## src/hw/rtl/epdc_pkg.sv

```systemverilog
// Shared types, constants and helpers for the EVM push-data diff checker.
// No dependencies; every other file of the block refers to this package.
`timescale 1ns / 1ps

package epdc_pkg;

    localparam int BYTES_PER_ITEM = 8;
    localparam int BYTE_W         = 8;
    localparam int WORD_W         = BYTES_PER_ITEM * BYTE_W;
    localparam int NVALID_W       = 4;
    localparam int PUSH_W         = 6;
    localparam int LIMIT_W        = 10;
    localparam int COUNT_W        = 11;

    localparam logic [BYTE_W-1:0]   PUSH_FIRST  = 8'h60;
    localparam logic [BYTE_W-1:0]   PUSH_LAST   = 8'h7F;
    localparam logic [BYTE_W-1:0]   PUSH_BASE   = 8'h5F;
    localparam logic [LIMIT_W-1:0]  LIMIT_RESET = 10'd256;
    localparam logic [NVALID_W-1:0] FULL_ITEM   = 4'd8;

    // One classified item as it travels from the front end to the back end.
    typedef struct packed {
        logic [BYTES_PER_ITEM-1:0]             walk;   // byte takes part in the scan
        logic [BYTES_PER_ITEM-1:0]             diff;   // template and variant differ
        logic [BYTES_PER_ITEM-1:0][PUSH_W-1:0] plen;   // push-data length if opcode
        logic                                  inc;    // full item whose words differ
        logic                                  last;
    } t_entry;

    // Number of push-data bytes that follow a template byte at a boundary.
    function automatic logic [PUSH_W-1:0] push_len(input logic [BYTE_W-1:0] b);
        logic [BYTE_W-1:0] d;
        d = b - PUSH_BASE;
        if (b >= PUSH_FIRST && b <= PUSH_LAST) begin
            return d[PUSH_W-1:0];
        end
        return '0;
    endfunction

endpackage

```

## src/hw/rtl/epdc_res_if.sv

```systemverilog
// Result channel: one request per code pair, issued on its last item.
// Depends on epdc_pkg for the field widths.
`timescale 1ns / 1ps

interface epdc_res_if;
    logic                                valid;
    logic                                ready;
    logic                                matches_res;
    logic                                boundary_conflict;
    logic [epdc_pkg::COUNT_W-1:0]        word_count;

    modport source (output valid, output matches_res, output boundary_conflict,
                    output word_count, input ready);
    modport sink   (input valid, input matches_res, input boundary_conflict,
                    input word_count, output ready);
endinterface

```

## src/hw/rtl/epdc_back.sv

```systemverilog
// Back end: walks instruction boundaries, counts differing words, issues results.
// Depends on epdc_pkg and epdc_res_if.
`timescale 1ns / 1ps

module epdc_back (
    input  logic                              i_clk,
    input  logic                              i_rst_n,
    input  logic                              i_cfg_we,
    input  logic [epdc_pkg::LIMIT_W-1:0]      i_cfg_wdata,
    input  logic                              i_valid,
    input  epdc_pkg::t_entry                  i_entry,
    output logic                              o_pop,
    epdc_res_if.source                        o_res
);

    logic [epdc_pkg::PUSH_W-1:0]  r_push_left;
    logic [epdc_pkg::PUSH_W-1:0]  n_push_left;
    logic [epdc_pkg::COUNT_W-1:0] r_diff_count;
    logic [epdc_pkg::COUNT_W-1:0] n_diff_count;
    logic                         r_conflict;
    logic                         n_conflict;
    logic [epdc_pkg::LIMIT_W-1:0] r_limit;
    logic                         r_out_valid;
    logic                         r_out_match;
    logic                         r_out_conflict;
    logic [epdc_pkg::COUNT_W-1:0] r_out_count;
    logic [epdc_pkg::COUNT_W-1:0] limit_ext;
    logic                         match;

    assign limit_ext = epdc_pkg::COUNT_W'(r_limit);

    // A last item can only leave the queue when the result register is free.
    assign o_pop = i_valid && (!i_entry.last || !r_out_valid || o_res.ready);

    always_comb begin
        n_push_left  = r_push_left;
        n_conflict   = r_conflict;
        for (int k = 0; k < epdc_pkg::BYTES_PER_ITEM; k++) begin
            if (i_entry.walk[k]) begin
                if (n_push_left == '0) begin
                    n_conflict  = n_conflict | i_entry.diff[k];
                    n_push_left = i_entry.plen[k];
                end else begin
                    n_push_left = n_push_left - 1'b1;
                end
            end
        end
        n_diff_count = r_diff_count;
        if (i_entry.inc && (r_diff_count < limit_ext + 1'b1)) begin
            n_diff_count = r_diff_count + 1'b1;
        end
        match = !n_conflict && (n_diff_count <= limit_ext);
    end

    always_ff @(posedge i_clk) begin
        if (!i_rst_n) begin
            r_push_left  <= '0;
            r_diff_count <= '0;
            r_conflict   <= 1'b0;
            r_limit      <= epdc_pkg::LIMIT_RESET;
            r_out_valid  <= 1'b0;
        end else begin
            if (i_cfg_we) begin
                r_limit <= i_cfg_wdata;
            end
            if (o_pop) begin
                if (i_entry.last) begin
                    r_push_left  <= '0;
                    r_diff_count <= '0;
                    r_conflict   <= 1'b0;
                end else begin
                    r_push_left  <= n_push_left;
                    r_diff_count <= n_diff_count;
                    r_conflict   <= n_conflict;
                end
            end
            if (o_pop && i_entry.last) begin
                r_out_valid <= 1'b1;
            end else if (o_res.ready) begin
                r_out_valid <= 1'b0;
            end
        end
    end

    always_ff @(posedge i_clk) begin
        if (o_pop && i_entry.last) begin
            r_out_match    <= match;
            r_out_conflict <= n_conflict;
            r_out_count    <= n_diff_count;
        end
    end

    assign o_res.valid             = r_out_valid;
    assign o_res.matches_res       = r_out_match;
    assign o_res.boundary_conflict = r_out_conflict;
    assign o_res.word_count        = r_out_count;

    a_no_result_overwrite: assert property (@(posedge i_clk) disable iff (!i_rst_n)
        (o_pop && i_entry.last) |-> (!r_out_valid || o_res.ready))
        else $error("pending result overwritten");

    a_clear_after_last: assert property (@(posedge i_clk) disable iff (!i_rst_n)
        (o_pop && i_entry.last) |=> (r_push_left == '0 && r_diff_count == '0 && !r_conflict))
        else $error("pair state not cleared after last item");

    a_match_implies_clean: assert property (@(posedge i_clk) disable iff (!i_rst_n)
        (r_out_valid && r_out_match) |-> !r_out_conflict)
        else $error("match reported together with a boundary conflict");

endmodule

```

## src/flat_wrapper.sv

```systemverilog
// flat-port wrapper written by rule: the top's interface ports become plain ports
module epdc_back_flat 
  (i_clk, i_rst_n, i_cfg_we, i_cfg_wdata, i_valid, i_entry, o_pop, o_res_valid, o_res_matches_res, o_res_boundary_conflict, o_res_word_count, o_res_ready);
  epdc_res_if o_res_i ();
  input  logic i_clk;
  input  logic i_rst_n;
  input  logic i_cfg_we;
  input  logic [epdc_pkg::LIMIT_W-1:0] i_cfg_wdata;
  input  logic i_valid;
  input  epdc_pkg::t_entry i_entry;
  output logic o_pop;
  output wire logic [$bits(o_res_i.valid)-1:0] o_res_valid;
  output wire logic [$bits(o_res_i.matches_res)-1:0] o_res_matches_res;
  output wire logic [$bits(o_res_i.boundary_conflict)-1:0] o_res_boundary_conflict;
  output wire logic [$bits(o_res_i.word_count)-1:0] o_res_word_count;
  input wire logic [$bits(o_res_i.ready)-1:0] o_res_ready;
  assign o_res_valid = o_res_i.valid;
  assign o_res_matches_res = o_res_i.matches_res;
  assign o_res_boundary_conflict = o_res_i.boundary_conflict;
  assign o_res_word_count = o_res_i.word_count;
  assign o_res_i.ready = o_res_ready;
  epdc_back u_core (.i_clk(i_clk), .i_rst_n(i_rst_n), .i_cfg_we(i_cfg_we), .i_cfg_wdata(i_cfg_wdata), .i_valid(i_valid), .i_entry(i_entry), .o_pop(o_pop), .o_res(o_res_i));
endmodule
```

## config.mk

```make
export PLATFORM = sky130hd
export DESIGN_NAME = epdc_back_flat
export DESIGN_NICKNAME = d
export VERILOG_FILES = /design/src/hw/rtl/epdc_pkg.sv /design/src/hw/rtl/epdc_res_if.sv /design/src/hw/rtl/epdc_back.sv /design/src/flat_wrapper.sv
export SDC_FILE = /design/constraint.sdc
export NUM_CORES = 1
export LEC_CHECK = 0
export BUFFER_PORTS_ARGS = -buffer_cell sky130_fd_sc_hd__clkbuf_2
export CORE_MARGIN = 4
export CORE_UTILIZATION = 35
export CTS_BUF_LIST = sky130_fd_sc_hd__clkbuf_2 sky130_fd_sc_hd__clkbuf_4 sky130_fd_sc_hd__clkbuf_8
export CTS_CLUSTER_DIAMETER = 100
export DETAILED_ROUTE_END_ITERATION = 6
export GPL_TIMING_DRIVEN = 0
export PLACE_DENSITY = 0.53
export SKIP_LAST_GASP = 1
export SYNTH_ARGS = -nofsm -noshare
export SYNTH_HDL_FRONTEND = slang
export SYNTH_SLANG_ARGS = --single-unit
export TNS_END_PERCENT = 20
```

## constraint.sdc

```tcl
create_clock -name i_clk -period 18.9 [get_ports i_clk]
set_input_delay 1.89 -clock i_clk [delete_from_list [all_inputs] [get_ports i_clk]]
set_output_delay 1.89 -clock i_clk [all_outputs]
set_load 0.01 [all_outputs]
```

==> results of run 1 <==
[state kept, by name (all words and copies together), names as in the netlist]
name	flops
u_core.o_res.matches_res	1
u_core.r_conflict	1
u_core.o_res.valid	1
u_core.r_limit	10
u_core.r_diff_count	11
u_core.r_push_left	6
u_core.o_res.boundary_conflict	1
u_core.o_res.word_count	11
[where the power goes]
part	total, W	switching, W	internal, W
logic	0.000687	0.000417	0.000270
clock network	0.0000621	0.0000311	0.0000310
registers	0.000112	0.00000848	0.000104
[cells in the mapped netlist, drive strengths merged, types with 4 or more instances]
library cell / number / area (sq um)
a21boi: 4 / 30.0
a21oi: 27 / 135
a22oi: 8 / 60.1
a31oi: 7 / 43.8
and2: 4 / 25.0
and4: 5 / 43.8
buf: 7 / 33.8
clkbuf: 10 / 37.5
dfxtp: 29 / 581
edfxtp: 13 / 390
ha: 25 / 313
inv: 27 / 101
mux2: 9 / 101
mux2i: 13 / 134
nand2: 34 / 128
nand2b: 12 / 75.1
nand3: 21 / 118
nand4: 10 / 62.6
nor2: 46 / 178
nor2b: 12 / 75.1
nor3: 22 / 115
nor3b: 4 / 35.0
nor4: 8 / 80.1
nor4b: 5 / 71.3
o211ai: 6 / 50.1
o21a: 12 / 90.1
o21ai: 26 / 130
o21bai: 7 / 52.6
o31ai: 6 / 68.8
o41ai: 6 / 75.1
or2: 9 / 56.3
or3: 10 / 67.6
or3b: 4 / 37.5
xnor2: 16 / 140
xor2: 5 / 43.8
[layer usage]
metal / part of all wire [%] / vias up / global-route usage, %
li1: - / 2191 / -
met1: 50 / 2015 / 24.8
met2: 44 / 102 / 27.3
met3: 4.6 / 15 / 2.78
met4: 1.1 / 2 / 3.33
met5: 0.10 / - / 0
[worst reg2reg max path, stage by stage (launching register included)]
cell      delay (ns)
dfxtp_1         0.37
inv_1           0.10
ha_1            0.27
nor3b_2         0.45
nand3_1         0.15
a31oi_1         0.58
or3_1           0.20
buf_2           0.18
o211ai_1        0.26
nor4_1          0.90
or2_1           0.31
nor4_1          0.14
nor4_4          0.47
a22o_1          0.35
nand4_1         0.17
nor4_1          0.42
mux2i_2         0.40
or3b_1          0.39
buf_2           0.18
o32ai_1         0.51
ha_1            0.35
and2_1          0.17
o211a_1         0.25
nand3_4         0.13
o221a_2         0.33
nor3b_1         0.16
[logic make-up after synthesis]
family	after synthesis	share of synthesized area (%)
XOR/XNOR	21	4.30
AO/OA/AOI/OAI	152	26.7
multiplexers	22	5.51
flip-flops	42	22.7
AND/OR/NAND/NOR	217	29.4
adder cells (fa/ha/maj)	25	7.32
buffers and inverters	44	4.04
[metrics by stage]
stage                     setup slack (ns)  cell area [sq um]  hold WS [ns]  instances
after floorplan                      10.81               4270         0.439        523
final                                 9.92               5020         0.482        771
after CTS                             9.96               5020         0.485        771
after global routing                  9.39               5020         0.504        771
after global placement                9.79               4920         0.461        763
after detailed placement              9.73               4920         0.473        763
[layout by cell type (no fill, tap or decap), types with 4 or more instances in the layout]
| cell | synthesis | final |
|---|---|---|
| nand3_1 | 20 | 20 |
| clkbuf_1 | 10 | 10 |
| xor2_1 | 5 | 5 |
| and4_1 | 5 | 5 |
| o21ai_0 | 25 | 25 |
| nor2b_1 | 12 | 12 |
| clkbuf_2 | 0 | 93 |
| a22oi_1 | 8 | 8 |
| or2_2 | 6 | 6 |
| nor2_1 | 44 | 44 |
| o21bai_1 | 7 | 7 |
| or3_1 | 9 | 9 |
| and2_1 | 4 | 4 |
| nor4_1 | 6 | 6 |
| o211ai_1 | 5 | 5 |
| nand2_1 | 34 | 34 |
| mux2_2 | 8 | 8 |
| ha_1 | 25 | 25 |
| mux2i_1 | 12 | 12 |
| nand2b_1 | 12 | 12 |
| nor3_1 | 21 | 21 |
| dfxtp_1 | 29 | 29 |
| buf_2 | 6 | 6 |
| inv_1 | 27 | 27 |
| a21oi_1 | 27 | 27 |
| clkbuf_8 | 0 | 6 |
| o21a_1 | 12 | 12 |
| edfxtp_1 | 13 | 13 |
| xnor2_1 | 16 | 16 |
| nand4_1 | 10 | 10 |
| a31oi_1 | 7 | 7 |
[layout make-up]
type	instances	area [sq um]	share of cell area (%)
Buffer	17	71.3	1.42
Timing Repair Buffer	93	465	9.28
Multi-Input combinational cell	437	3130	62.4
Clock inverter	1	5.00	0.0998
Tap cell	147	184	3.67
Inverter	27	101	2.02
Sequential cell	42	971	19.4
Clock buffer	7	90.1	1.80
[final timing paths]
path                                             from  slack [ns]                       end  cells after the start
worst min register to register      u_core.r_conflict        0.48         u_core.r_conflict                      2
worst min-delay path                u_core.r_conflict        0.48         u_core.r_conflict                      2
worst max register to register  u_core.r_push_left[0]       10.47  u_core.o_res.matches_res                     25
worst max-delay path                      i_entry[58]        9.92  u_core.o_res.matches_res                     22
==> run summary, run 1 <==
Die area - 14000 sq um
IO buf count - 93
Die Wd - 118 microns
Num CTS Buffers - 5
I/O pins - 96
DRC errors left - 0
Crit Path Class - in2reg
Starting Density - 35.7%
Vias in the first global route - 4022
Fill cells - 1214
Cell count after synthesis - 523
First-pass GRT wire length - 20.3 mm
Peak supply drop - 0.0707 mV
Hold-fix buffers, CTS - 0
TritonCTS Sinks - 42
Most frequent CP cell - nor4_1
Cell Area, Synth - 4270 sq um
Vias after detailed routing - 4325
WL/cell - 16.2 microns
Critical Path End Type - flip-flop
Total Routed Length - 12.5 mm
Clk slew on worst S/H paths - 0.08 ns
Die Ht - 118 microns
Site row count - 40
CP max stage delay - 0.89 ns
Synth Register Bits - 42
Total Routing Usage GR - 17.2%
CTS tree - built
Crit path DAT - 9.03 ns
Core area - 12000 sq um
Fin util - 41.9%
Critical path peak fanout - 9
Max_cap viols - 0
Crit-path cells - clkbuf_2 > nor2b_1 > and3_1 > nor3_1 > o41ai_1 > nor4_1 > or2_1 > nor4_1 > nor4_4 > a22o_1 > nand4_1 > nor4_1 > mux2i_2 > or3b_1 > buf_2 > o32ai_1 > ha_1 > and2_1 > o211a_1 > nand3_4 > o221a_2 > nor3b_1
TritonRoute pass-1 iters - 4
Leak pwr - 2.09 nW
Final worst-path cycle share - 47.5%
ANT cells - 0
Detail Route Antenna Nets - 0
Share of layout cells above drive strength 1 - 23.7%
CP required - 18.95 ns
CP delay by family, top - simple AND/OR/NAND/NOR gates
Ys flop type - dfxtp_1
Root Driver - clkbuf_8
GP Congestion - 0.861
Grt total ovfl - 0
Clock buffer depth - 2
Largest net degree at the start of global routing - 15
Initial antenna violation count - 1
Resized Gates After CTS - 0
Unique masters post-synth - 88
Critical Path Source Type - input port
Clock Latency Late Sink - 0.29 ns
Number of setup buffers added after CTS - 0
Synthesized area per cell - 8.17 sq um
Total power - 0.000861 W
Worst slew margin - 9.69%
Layout Skew - 0.00866 ns
Outcome - completed
Ys async rst share - 0%
Period minus WS final - 8.98 ns
Final Max Slew Viols - 0
Area delta synth->final - 17.4%
Final setup TNS - 0 ns
CTS H-tree lvls - 2
Final setup violation count - 0
DP HPWL - 10.2 mm
YS warnings - 0
F_max - 0.111 GHz
Drt first-iter violations - 300
Final net count - 729
Sequential area share after synthesis - 22.7%
Pwr Density - 172 nW/um^2
Hold/Removal Path Class - reg2reg
Worst Path Buf+Inv - 2
Actual slew at the worst max-slew pin - 1.35 ns
RSZ-0062 raised after global routing - no
Vias per Instance - 5.61
Final hold vios - 0
EDFF count, synth - 13
Slowest-stage cell, CP - nor4_1
Syn Nets - 629
Note: power is estimated with default switching activity, not from simulation.
==> inputs of run 2 (changes only) <==
--- a/config.mk
+++ b/config.mk
@@ -12,7 +12,7 @@
 export CTS_CLUSTER_DIAMETER = 100
 export DETAILED_ROUTE_END_ITERATION = 6
 export GPL_TIMING_DRIVEN = 0
-export PLACE_DENSITY = 0.53
+export PLACE_DENSITY = 0.55
 export SKIP_LAST_GASP = 1
 export SYNTH_ARGS = -nofsm -noshare
 export SYNTH_HDL_FRONTEND = slang
==> constraint.sdc (replaced) <==
create_clock -name i_clk -period 7.6 [get_ports i_clk]
set_input_delay 0.76 -clock i_clk [delete_from_list [all_inputs] [get_ports i_clk]]
set_output_delay 0.76 -clock i_clk [all_outputs]
set_load 0.01 [all_outputs]
==> run summary, run 2 (synthesized netlist as in run 1, its figures left out) <==
Critical Path Source Type - flip-flop
Worst r2r src - u_core.r_push_left[1]
CP max stage delay - 0.57 ns (-0.32 ns)
Fill cells - 1197 (-1.4%)
Clock Latency Late Sink - 0.30 ns (about the same)
Final hold vios - 0 (unchanged)
DP HPWL - 10.2 mm (+0.43%)
Area delta synth->final - 25.2%
CTS tree - built
Core area - 12000 sq um (unchanged)
CP delay by family, top - simple AND/OR/NAND/NOR gates
Die Ht - 118 microns (unchanged)
Vias per Instance - 5.70 (+1.7%)
WL/cell - 16.3 microns (+0.88%)
Pwr Density - 449 nW/um^2 (+160%)
Hold-fix buffers, CTS - 0 (unchanged)
Critical path peak fanout - 7 (-2)
Worst reg2reg path depth - 26 (+4.0%)
Most common cell after layout, fill and taps aside - clkbuf_2
Clock buffer depth - 2 (unchanged)
TritonRoute pass-1 iters - 4 (unchanged)
Slowest-stage cell, CP - or4_1
Layout Skew - 0.00523 ns (-0.00343 ns)
Hold/Removal Path Class - reg2reg
Max_cap viols - 0 (unchanged)
Total power - 0.00240 W (+180%)
Flop-to-flop setup slack - 0.28 ns (-10.19 ns)
Final setup violation count - 0 (unchanged)
Site row count - 40 (unchanged)
Die area - 14000 sq um (unchanged)
First-pass GRT wire length - 20.5 mm (+1.1%)
Total Routing Usage GR - 17.6% (+0.42 points)
F_max - 0.137 GHz
Outcome - completed
Leak pwr - 2.21 nW (+5.6%)
Initial antenna violation count - 0 (-1)
ANT cells - 0 (unchanged)
I/O pins - 96 (unchanged)
Vias in the first global route - 4151 (+3.2%)
Crit Path Class - reg2reg
Total Routed Length - 12.8 mm (+2.6%)
Clk slew on worst S/H paths - 0.08 ns (about the same)
Starting Density - 35.7% (unchanged)
Grt total ovfl - 0 (unchanged)
Worst slew margin - 11.4% (+1.7 points)
Worst Path Buf+Inv - 3 (+1)
Num CTS Buffers - 5 (unchanged)
GP Congestion - 0.907 (+5.4%)
CP required - 7.64 ns (-11.31 ns)
Actual slew at the worst max-slew pin - 1.32 ns (-0.0249 ns)
CP startpoint - u_core.r_push_left[1]
CTS H-tree lvls - 2 (unchanged)
Peak supply drop - 0.199 mV (+180%)
Reg2reg end - u_core.o_res.matches_res
Detail Route Antenna Nets - 0 (unchanged)
Critical Path Sink - u_core.o_res.matches_res
Levels on crit path - 26 (+18%)
Root Driver - clkbuf_8
Die Wd - 118 microns (unchanged)
Share of layout cells above drive strength 1 - 27.5% (+3.8 points)
Drt first-iter violations - 295 (-1.7%)
DRC errors left - 0 (unchanged)
Critical Path End Type - flip-flop
Final worst setup slack - 0.284 ns (-9.63 ns)
Vias after detailed routing - 4471 (+3.4%)
Final Max Slew Viols - 0 (unchanged)
Crit path DAT - 7.36 ns (-1.67 ns)
Period minus WS final - 7.32 ns
TritonCTS Sinks - 42 (unchanged)
Pre-CTS WS - -0.606 ns (-10.34 ns)
Final net count - 742 (+1.8%)
Commonest cells after routing, fill and taps aside - 93 x clkbuf_2, 44 x nor2_1, 34 x nand2_1
Largest net degree at the start of global routing - 15 (unchanged)
Final worst-path cycle share - 96.3%
IO buf count - 93 (unchanged)
[run 2: worst register-to-register path: cells and delay by family (launching register included)]
kind | cells | cell delay, ns
flops | 1 | 0.37
fa+ha+maj | 2 | 0.46
compound gates | 9 | 2.25
buf+inv | 3 | 0.50
simple gates | 10 | 2.93
mux | 2 | 0.58
[run 2: worst min path at each step]
stage	startpoint	to	slack, ns	cells past startpoint
2_1_floorplan	u_core.r_conflict	u_core.r_conflict	0.44	2
3_3_place_gp	u_core.r_conflict	u_core.r_conflict	0.46	2
3_5_place_dp	u_core.r_conflict	u_core.r_conflict	0.46	2
4_1_cts	u_core.r_conflict	u_core.r_conflict	0.47	2
5_1_grt	u_core.r_conflict	u_core.r_conflict	0.49	2
6_report	u_core.r_conflict	u_core.r_conflict	0.47	2
[run 2: metal layers]
metal	share of wire [%]	track usage, %	vias to the layer above
met2	47	29.3	131
met5	0	0	-
met1	46	23.9	2101
met3	5.9	3.30	14
met4	1.4	3.69	0
li1	-	-	2225
[run 2: area by class of cell]
cell class	instances	area (sq um)	area share [%]
Buffer	17	76.3	1.43
Clock buffer	7	90.1	1.68
Clock inverter	1	5.00	0.0935
Inverter	27	101	1.89
Multi-Input combinational cell	437	3350	62.5
Sequential cell	42	972	18.2
Tap cell	147	184	3.44
Timing Repair Buffer	106	576	10.8
[run 2: power by group]
group | switching (W) | internal (W)
registers | 0.0000231 | 0.000258
clock network | 0.0000812 | 0.0000770
logic | 0.00114 | 0.000828
[run 2: per-stage QoR]
step / area (sq um) / util [%] / instances / hold slack, ns / TNS (ns)
2_1_floorplan: 4270 / - / 523 / 0.439 / 0
3_3_place_gp: 4920 / 41.2 / 763 / 0.458 / -2.77
3_5_place_dp: 4920 / 41.2 / 763 / 0.462 / -3.29
4_1_cts: 5110 / 42.7 / 774 / 0.473 / 0
5_1_grt: 5350 / 44.7 / 784 / 0.494 / -0.0252
6_report: 5350 / 44.7 / 784 / 0.472 / 0
[run 2: timing repair]
item | 4_1_cts | 5_1_grt
pin swaps | 2 | 6
setup endpoints to repair | 8 | 8
resized for setup | 9 | 24
setup buffers | 3 | 10
